File: config.mk
export PLATFORM = sky130hd
export DESIGN_NAME = local_port_set_table
export DESIGN_NICKNAME = d
export VERILOG_FILES = /design/src/design/lpst_pkg.sv /design/src/design/local_port_set_table.sv
export SDC_FILE = /design/constraint.sdc
export NUM_CORES = 2
export LEC_CHECK = 0
export ABC_CLOCK_PERIOD_IN_PS = 6700
export BUFFER_PORTS_ARGS = -buffer_cell sky130_fd_sc_hd__buf_2
export CORE_MARGIN = 2
export CORE_UTILIZATION = 60
export CTS_BUF_LIST = sky130_fd_sc_hd__clkbuf_2 sky130_fd_sc_hd__clkbuf_4 sky130_fd_sc_hd__clkbuf_8
export DETAILED_ROUTE_END_ITERATION = 16
export GPL_TIMING_DRIVEN = 1
export PLACE_DENSITY = 0.74
export SYNTH_ARGS = -nofsm -noshare
export SYNTH_HDL_FRONTEND = slang
export SYNTH_SLANG_ARGS = --single-unit
File: constraint.sdc
create_clock -name aclk -period 6.7 [get_ports aclk]
set_input_delay 1.005 -clock aclk [delete_from_list [all_inputs] [get_ports aclk]]
set_output_delay 1.005 -clock aclk [all_outputs]
set_load 0.02 [all_outputs]
File: src/design/lpst_pkg.sv
`default_nettype none

package lpst_pkg;

    localparam int TABLE_DEPTH = 128;
    localparam int IDX_W = $clog2(TABLE_DEPTH);
    localparam int CNT_W = $clog2(TABLE_DEPTH + 1);
    localparam int CMP_W = (CNT_W > 8) ? CNT_W : 8;

    localparam int PORT_W = 16;
    localparam int LIMIT_W = 8;
    localparam int S_TDATA_W = 72;
    localparam int M_TDATA_W = 32;

    localparam logic [7:0] PROTO_TCP = 8'd6;
    localparam logic [31:0] LOOPBACK_ADDR = 32'h7F00_0001;
    localparam logic [CNT_W-1:0] FULL_COUNT = CNT_W'(TABLE_DEPTH);
    localparam logic [CMP_W-1:0] DEPTH_CMP = CMP_W'(TABLE_DEPTH);

    localparam logic [LIMIT_W-1:0] READ_LIMIT_RST = 8'd128;
    localparam logic [LIMIT_W-1:0] COUNT_LIMIT_RST = 8'd128;

    typedef enum logic [0:0] {
        REG_READ_LIMIT  = 1'b0,
        REG_COUNT_LIMIT = 1'b1
    } cfg_reg_t;

    typedef enum logic [1:0] {
        OP_ADD    = 2'd0,
        OP_REMOVE = 2'd1,
        OP_READ   = 2'd2,
        OP_NONE   = 2'd3
    } op_t;

    typedef enum logic [2:0] {
        STAT_OK       = 3'd0,
        STAT_DUP      = 3'd1,
        STAT_NOTFOUND = 3'd2,
        STAT_FULL     = 3'd3,
        STAT_FILTERED = 3'd4,
        STAT_RANGE    = 3'd5
    } status_t;

    typedef enum logic [2:0] {
        S_IDLE,
        S_SEARCH,
        S_SHIFT,
        S_READ,
        S_READ_WAIT,
        S_DONE
    } state_t;

endpackage

`default_nettype wire

File: src/design/local_port_set_table.sv
// Insertion-ordered set of local TCP ports.
//
// Input channel s_*: one request per transfer (add, remove or read).
// Result channel m_*: exactly one result per request, in request order.
// Configuration: cfg_wr_en/cfg_index/cfg_wdata write read_limit (0) and
// count_limit (1); write only while no request is in flight.
//
// A read fetches its entry in S_READ and takes the data in S_READ_WAIT;
// an add or remove searches from entry 0, and a remove that matches then
// compacts the entries above the match; filtered and out-of-range
// requests go straight to S_DONE.
// The entries sit in a single-port-read RAM with registered read data; the
// search and the compaction walk it one entry per cycle, and the search
// compares through one comparator. s_tready is high only between requests.
//
// Reset empties the table and restores both limits to 128; the RAM itself
// is not cleared. A stalled result waits in the output register; the next
// request then holds in its last state until that result is taken.
`default_nettype none

module local_port_set_table (
    input  wire logic                             aclk,
    input  wire logic                             aresetn,
    // [1:0] op, [9:2] protocol, [41:10] local_addr, [57:42] port_number,
    // [64:58] read_index, [71:65] zero
    input  wire logic [lpst_pkg::S_TDATA_W-1:0]   s_tdata,
    input  wire logic                             s_tvalid,
    output logic                                  s_tready,
    // [2:0] status, [18:3] port_value, [26:19] entry_count, [27] count_ok,
    // [31:28] zero
    output logic [lpst_pkg::M_TDATA_W-1:0]        m_tdata,
    output logic                                  m_tvalid,
    input  wire logic                             m_tready,
    input  wire logic                             cfg_wr_en,
    input  wire logic                             cfg_index,
    input  wire logic [lpst_pkg::LIMIT_W-1:0]     cfg_wdata
);

    localparam int IDX_W = lpst_pkg::IDX_W;
    localparam int CNT_W = lpst_pkg::CNT_W;
    localparam int CMP_W = lpst_pkg::CMP_W;
    localparam int PORT_W = lpst_pkg::PORT_W;

    // input fields
    lpst_pkg::op_t     in_op;
    logic [7:0]        in_protocol;
    logic [31:0]       in_addr;
    logic [PORT_W-1:0] in_port;
    logic [6:0]        in_index;

    assign in_op       = lpst_pkg::op_t'(s_tdata[1:0]);
    assign in_protocol = s_tdata[9:2];
    assign in_addr     = s_tdata[41:10];
    assign in_port     = s_tdata[57:42];
    assign in_index    = s_tdata[64:58];

    lpst_pkg::state_t  state_reg, state_next;
    lpst_pkg::op_t     op_reg, op_next;
    logic [PORT_W-1:0] port_reg, port_next;
    logic [CNT_W-1:0]  ptr_reg, ptr_next;
    logic              chk_reg, chk_next;
    logic [CNT_W-1:0]  count_reg, count_next;
    lpst_pkg::status_t res_status_reg, res_status_next;
    logic [PORT_W-1:0] res_value_reg, res_value_next;
    logic [lpst_pkg::M_TDATA_W-1:0] m_tdata_reg, m_tdata_next;
    logic              m_tvalid_reg, m_tvalid_next;
    logic [lpst_pkg::LIMIT_W-1:0] read_limit_reg, read_limit_next;
    logic [lpst_pkg::LIMIT_W-1:0] count_limit_reg, count_limit_next;

    // entry RAM
    logic [PORT_W-1:0] mem [lpst_pkg::TABLE_DEPTH];
    logic [PORT_W-1:0] rdata_reg;
    logic              mem_re;
    logic [IDX_W-1:0]  mem_raddr;
    logic              mem_we;
    logic [IDX_W-1:0]  mem_waddr;
    logic [PORT_W-1:0] mem_wdata;

    logic accept;
    logic qualified;
    logic in_range;
    logic match;
    logic ptr_end;
    logic out_free;
    logic [CNT_W-1:0] shift_dst;
    logic [CMP_W-1:0] idx_ext;
    logic count_ok;

    assign s_tready = (state_reg == lpst_pkg::S_IDLE);
    assign accept   = s_tvalid && s_tready;
    assign m_tvalid = m_tvalid_reg;
    assign m_tdata  = m_tdata_reg;
    assign out_free = !m_tvalid_reg || m_tready;

    assign qualified = (in_protocol == lpst_pkg::PROTO_TCP)
                    && (in_addr != lpst_pkg::LOOPBACK_ADDR)
                    && (in_port != '0);
    assign idx_ext   = CMP_W'(in_index);
    assign in_range  = (idx_ext < CMP_W'(read_limit_reg))
                    && (idx_ext < CMP_W'(count_reg))
                    && (idx_ext < lpst_pkg::DEPTH_CMP);

    // rdata_reg holds entry ptr_reg-1 whenever chk_reg is set
    assign match     = chk_reg && (rdata_reg == port_reg);
    assign ptr_end   = (ptr_reg >= count_reg);
    assign shift_dst = CNT_W'(ptr_reg - CNT_W'(2));
    assign count_ok  = (CMP_W'(count_reg) <= CMP_W'(count_limit_reg));

    // next state
    always_comb begin
        state_next = state_reg;
        case (state_reg)
            lpst_pkg::S_IDLE: begin
                if (accept) begin
                    case (in_op)
                        lpst_pkg::OP_ADD,
                        lpst_pkg::OP_REMOVE: begin
                            state_next = qualified ? lpst_pkg::S_SEARCH : lpst_pkg::S_DONE;
                        end
                        lpst_pkg::OP_READ: begin
                            state_next = in_range ? lpst_pkg::S_READ : lpst_pkg::S_DONE;
                        end
                        default: begin
                            state_next = lpst_pkg::S_DONE;
                        end
                    endcase
                end
            end
            lpst_pkg::S_SEARCH: begin
                if (match) begin
                    state_next = (op_reg == lpst_pkg::OP_REMOVE) ? lpst_pkg::S_SHIFT
                                                                 : lpst_pkg::S_DONE;
                end else if (ptr_end) begin
                    state_next = lpst_pkg::S_DONE;
                end
            end
            lpst_pkg::S_SHIFT: begin
                if (!chk_reg && ptr_end) begin
                    state_next = lpst_pkg::S_DONE;
                end
            end
            lpst_pkg::S_READ: begin
                state_next = lpst_pkg::S_READ_WAIT;
            end
            lpst_pkg::S_READ_WAIT: begin
                state_next = lpst_pkg::S_DONE;
            end
            lpst_pkg::S_DONE: begin
                if (out_free) begin
                    state_next = lpst_pkg::S_IDLE;
                end
            end
            default: begin
                state_next = lpst_pkg::S_IDLE;
            end
        endcase
    end

    // datapath and outputs
    always_comb begin
        op_next          = op_reg;
        port_next        = port_reg;
        ptr_next         = ptr_reg;
        chk_next         = chk_reg;
        count_next       = count_reg;
        res_status_next  = res_status_reg;
        res_value_next   = res_value_reg;
        m_tdata_next     = m_tdata_reg;
        m_tvalid_next    = m_tvalid_reg && !m_tready;
        read_limit_next  = read_limit_reg;
        count_limit_next = count_limit_reg;
        mem_re           = 1'b0;
        mem_raddr        = ptr_reg[IDX_W-1:0];
        mem_we           = 1'b0;
        mem_waddr        = shift_dst[IDX_W-1:0];
        mem_wdata        = rdata_reg;

        if (cfg_wr_en) begin
            case (lpst_pkg::cfg_reg_t'(cfg_index))
                lpst_pkg::REG_READ_LIMIT:  read_limit_next  = cfg_wdata;
                lpst_pkg::REG_COUNT_LIMIT: count_limit_next = cfg_wdata;
                default: begin
                end
            endcase
        end

        case (state_reg)
            lpst_pkg::S_IDLE: begin
                if (accept) begin
                    op_next         = in_op;
                    port_next       = in_port;
                    ptr_next        = '0;
                    chk_next        = 1'b0;
                    res_value_next  = '0;
                    res_status_next = lpst_pkg::STAT_OK;
                    case (in_op)
                        lpst_pkg::OP_ADD,
                        lpst_pkg::OP_REMOVE: begin
                            if (!qualified) begin
                                res_status_next = lpst_pkg::STAT_FILTERED;
                            end
                        end
                        lpst_pkg::OP_READ: begin
                            if (in_range) begin
                                ptr_next = CNT_W'(in_index);
                            end else begin
                                res_status_next = lpst_pkg::STAT_RANGE;
                            end
                        end
                        default: begin
                            res_status_next = lpst_pkg::STAT_FILTERED;
                        end
                    endcase
                end
            end
            lpst_pkg::S_SEARCH: begin
                if (match) begin
                    chk_next = 1'b0;
                    if (op_reg != lpst_pkg::OP_REMOVE) begin
                        res_status_next = lpst_pkg::STAT_DUP;
                    end
                end else if (ptr_end) begin
                    chk_next = 1'b0;
                    if (op_reg == lpst_pkg::OP_REMOVE) begin
                        res_status_next = lpst_pkg::STAT_NOTFOUND;
                    end else if (count_reg == lpst_pkg::FULL_COUNT) begin
                        res_status_next = lpst_pkg::STAT_FULL;
                    end else begin
                        mem_we     = 1'b1;
                        mem_waddr  = count_reg[IDX_W-1:0];
                        mem_wdata  = port_reg;
                        count_next = CNT_W'(count_reg + CNT_W'(1));
                    end
                end else begin
                    mem_re   = 1'b1;
                    ptr_next = CNT_W'(ptr_reg + CNT_W'(1));
                    chk_next = 1'b1;
                end
            end
            lpst_pkg::S_SHIFT: begin
                // move entry ptr-1 down to ptr-2 while fetching entry ptr
                if (chk_reg) begin
                    mem_we = 1'b1;
                end
                if (!ptr_end) begin
                    mem_re   = 1'b1;
                    ptr_next = CNT_W'(ptr_reg + CNT_W'(1));
                    chk_next = 1'b1;
                end else begin
                    chk_next = 1'b0;
                    if (!chk_reg) begin
                        count_next = CNT_W'(count_reg - CNT_W'(1));
                    end
                end
            end
            lpst_pkg::S_READ: begin
                mem_re = 1'b1;
            end
            lpst_pkg::S_READ_WAIT: begin
                res_value_next = rdata_reg;
            end
            lpst_pkg::S_DONE: begin
                if (out_free) begin
                    m_tvalid_next = 1'b1;
                    m_tdata_next  = {4'b0, count_ok, 8'(count_reg),
                                     res_value_reg, res_status_reg};
                end
            end
            default: begin
            end
        endcase
    end

    always_ff @(posedge aclk) begin
        if (!aresetn) begin
            state_reg       <= lpst_pkg::S_IDLE;
            chk_reg         <= 1'b0;
            count_reg       <= '0;
            m_tvalid_reg    <= 1'b0;
            read_limit_reg  <= lpst_pkg::READ_LIMIT_RST;
            count_limit_reg <= lpst_pkg::COUNT_LIMIT_RST;
        end else begin
            state_reg       <= state_next;
            chk_reg         <= chk_next;
            count_reg       <= count_next;
            m_tvalid_reg    <= m_tvalid_next;
            read_limit_reg  <= read_limit_next;
            count_limit_reg <= count_limit_next;
        end
    end

    always_ff @(posedge aclk) begin
        op_reg         <= op_next;
        port_reg       <= port_next;
        ptr_reg        <= ptr_next;
        res_status_reg <= res_status_next;
        res_value_reg  <= res_value_next;
        m_tdata_reg    <= m_tdata_next;
    end

    always_ff @(posedge aclk) begin
        if (mem_we) begin
            mem[mem_waddr] <= mem_wdata;
        end
        if (mem_re) begin
            rdata_reg <= mem[mem_raddr];
        end
    end

    a_count_bound: assert property (@(posedge aclk) disable iff (!aresetn)
        count_reg <= lpst_pkg::FULL_COUNT)
        else $error("entry count above table depth");

    a_shift_no_grow: assert property (@(posedge aclk) disable iff (!aresetn)
        state_reg == lpst_pkg::S_SHIFT |=> count_reg <= $past(count_reg))
        else $error("compaction grew the table");

    a_busy_after_accept: assert property (@(posedge aclk) disable iff (!aresetn)
        accept |=> !s_tready)
        else $error("request taken while another is in flight");

    a_chk_ptr: assert property (@(posedge aclk) disable iff (!aresetn)
        chk_reg |-> ptr_reg != '0)
        else $error("pending compare without a fetched entry");

endmodule

`default_nettype wire

==> results.toml <==
[synth]
async_reset_ff_share_pct = 0
yosys_warnings = 0
synth-seq-area-share_pct = 75.9
synthDistinctLibCells = 75
synth.avg_cell_area_um2 = 20.8
synth_edf_count = 2137
syn_inst = 4093
syn_area_um2 = 85300
yosys_register_bits = 2166
synthFlopType = "edfxtp_1"

[layout]
multi_input_area_um2 = 19400
area_growth_pct = 11.7
drive_above_1_share_pct = 30.1
stdcell_count = 6670
nets = 4663
largest_reg_flops = 2048
seq_area_um2 = 64800
fin_area_um2 = 95300
fill_cells = 8716
utilization_pct = 67.4

[timing]
tightest_slew_ps = 1450
rsz0062_at_grt = "false"
layout_worst_path_cycle_share_pct = 74.3
max_freq_mhz = 201
layout_setup_ws_ps = 1720
slew_violations = 0
period_needed_ps = 4980
whs_ps = 192
setup-tns-final_ps = 0
slew_headroom_pct = 1.13
hold_violations = 0
fin_worst_skew_ps = 49.9
setup_viol_count_final = 0

[power_and_ir_drop]
sequentialPowerShare_pct = 49.1
total_leakage_power_nw = 30.7
switching_share_pct = 27.4
p_int_mw = 23.8
p_comb_share_pct = 18.4
p_per_area_nw_per_um2 = 344
p_clk_share_pct = 32.5
design_power_total_mw = 32.8
peakVddDrop_mv = 0.251
power_switching_mw = 8.99

[clock_network]
tritoncts = "yes"
path_clk_slew_ps = 60
cts_root_buf = "clkbuf_8"
ctsResizeCount = 0
ctsHoldBuffers = 0
clockBufferDepth = 4
cts_buffers = 345
htreeDepth = 5
numClockSinks = 2166
post_cts_buffers = 0
clock_latency_ps = 1030

[placed_design]
portBuffers = 108
gp_congestion = 0.942
placed_cell_area_um2 = 88900
place_ws_ps = 1730
dp.cells = 6082
dpl.hpwl_um = 121000

[outcome]
outcome = "finished, violations left"
violations = "capacitance limit"

[route]
routed-via-count = 44000
avgRoutedWirePerCell_um = 31.0
ant_nets = 0
dr.pass1.iters = 14
routed_wirelength_um = 207000
vias_per_cell = 6.60
drc = 0
drtIter0Drc = 6167

[die]
die_y_um = 381
core-area_um2 = 141000
die_w_um = 381
start_util_pct = 60.3
rows = 138
dieArea_um2 = 145000
ios = 120

[global_routing]
antenna_found_initial = 8
grt_overflow = 0
grt_max_degree = 113
grt_use_total_pct = 28.7
grt_pass1_wl_um = 297000
grt_pass1_vias = 43600

[critical_path]
start_kind = "flop"
worst-r2r-cell-count = 11
path_class = "flop to flop"
crit_path_max_fanout = 20
critPathArrivalTime_ps = 5690
required_ps = 7420
cp-end-kind = "flop"

[flow_run]
cap_violations = 1

[hold_path]
hold_depth = 1
min_path_type = "primary input to flop"
==> worst paths after layout <==
path / from / endpoint / slack [ps]
max: ptr_reg[0]$_DFFE_PP_ / mem[3][4]$_DFFE_PP_ / 1720
min: s_tdata[46] / port_reg[4]$_DFFE_PP_ / 190
max reg2reg: ptr_reg[0]$_DFFE_PP_ / mem[3][4]$_DFFE_PP_ / 1720
min reg2reg: res_value_reg[5]$_SDFFCE_PN0P_ / m_tdata[8]$_DFFE_PP_ / 420
==> power groups by stage <==
stage | combinational [mW] | sequential (mW) | clock [mW]
after floorplan | 3.76 | 16.5 | 0
after global placement | 5.88 | 16.4 | 0
after detailed placement | 5.99 | 16.4 | 0
after CTS | 6.00 | 16.1 | 10.8
after global routing | 6.31 | 16.1 | 11.4
final | 6.05 | 16.1 | 10.7
==> synthesized netlist by cell type (15+ instances only) <==
library cell  instances  share of area (%)
buf_4                33               0.29
nand2_1             229                1.0
clkbuf_1             71               0.31
mux2i_1             133                1.6
nand3_1              34               0.20
nor4_1               16               0.12
ha_1                 37               0.54
o22ai_1              31               0.23
a21oi_1              75               0.44
o21ai_0              41               0.24
mux2_2               26               0.34
buf_1                22              0.097
nor2_1              195               0.86
mux4_2              530                 14
dfxtp_1              29               0.68
a22oi_1              39               0.34
edfxtp_1           2137                 75
a211oi_1             15               0.13
nor3_1               21               0.12
buf_2                71               0.42
xor2_1               19               0.20
nor2b_1              18               0.13
and3_1               17               0.12
a221oi_1             28               0.29
buf_6                23               0.30
inv_1                29               0.13
o221ai_1             27               0.28
==> placed cells by master (no fill, tap or decap), types with 29 or more instances in the layout <==
cell type	count
a21oi_1	74
mux4_2	530
a22oi_1	39
inv_1	29
o21ai_0	41
ha_1	37
clkbuf_4	112
buf_4	201
edfxtp_1	2137
clkinv_1	78
buf_2	108
nor2_1	188
o22ai_1	29
nand2_1	213
dfxtp_1	29
mux2i_1	133
clkbuf_8	355
nand3_1	34
==> layout make-up <==
class / instances / share of cell area (%)
clock inverter: 115 / 0.740
multi-input combinational: 1677 / 20.4
sequential: 2166 / 67.9
inverter: 32 / 0.134
tap: 1890 / 2.48
antenna: 6 / 0.0158
clock buffer: 467 / 6.01
timing repair buffer: 317 / 2.32
==> layer usage <==
metal  wire (µm)  track usage [%]
met3       24400             6.71
met4        8690             11.9
met1       77400             40.8
met5          25                0
met2       96400             43.5
==> worst max-delay path, cell delays in order (launching register included) <==
cell	delay [ps]
edfxtp_1	960
inv_1	190
ha_1	340
nor3b_1	180
o21ai_0	170
a21o_1	270
o211ai_4	300
buf_4	450
mux2i_1	550
nand2_2	250
nor2_1	680
buf_4	320
==> cells by family (layout without fill, tap and decap cells) <==
kind of cell | Yosys count | in the layout | share of synthesized area [%]
AOI/OAI and AO/OA | 315 | 315 | 2.55
and+or+nand+nor | 598 | 598 | 3.17
xor gates and xnor gates | 31 | 31 | 0.318
DFF | 2166 | 2166 | 75.9
muxes | 691 | 691 | 15.9
buffers and inverters | 253 | 931 | 1.58
adders and majority gates | 38 | 38 | 0.566
other | 1 | 10 | 0.00439
Note: power is estimated with default switching activity, not from simulation.
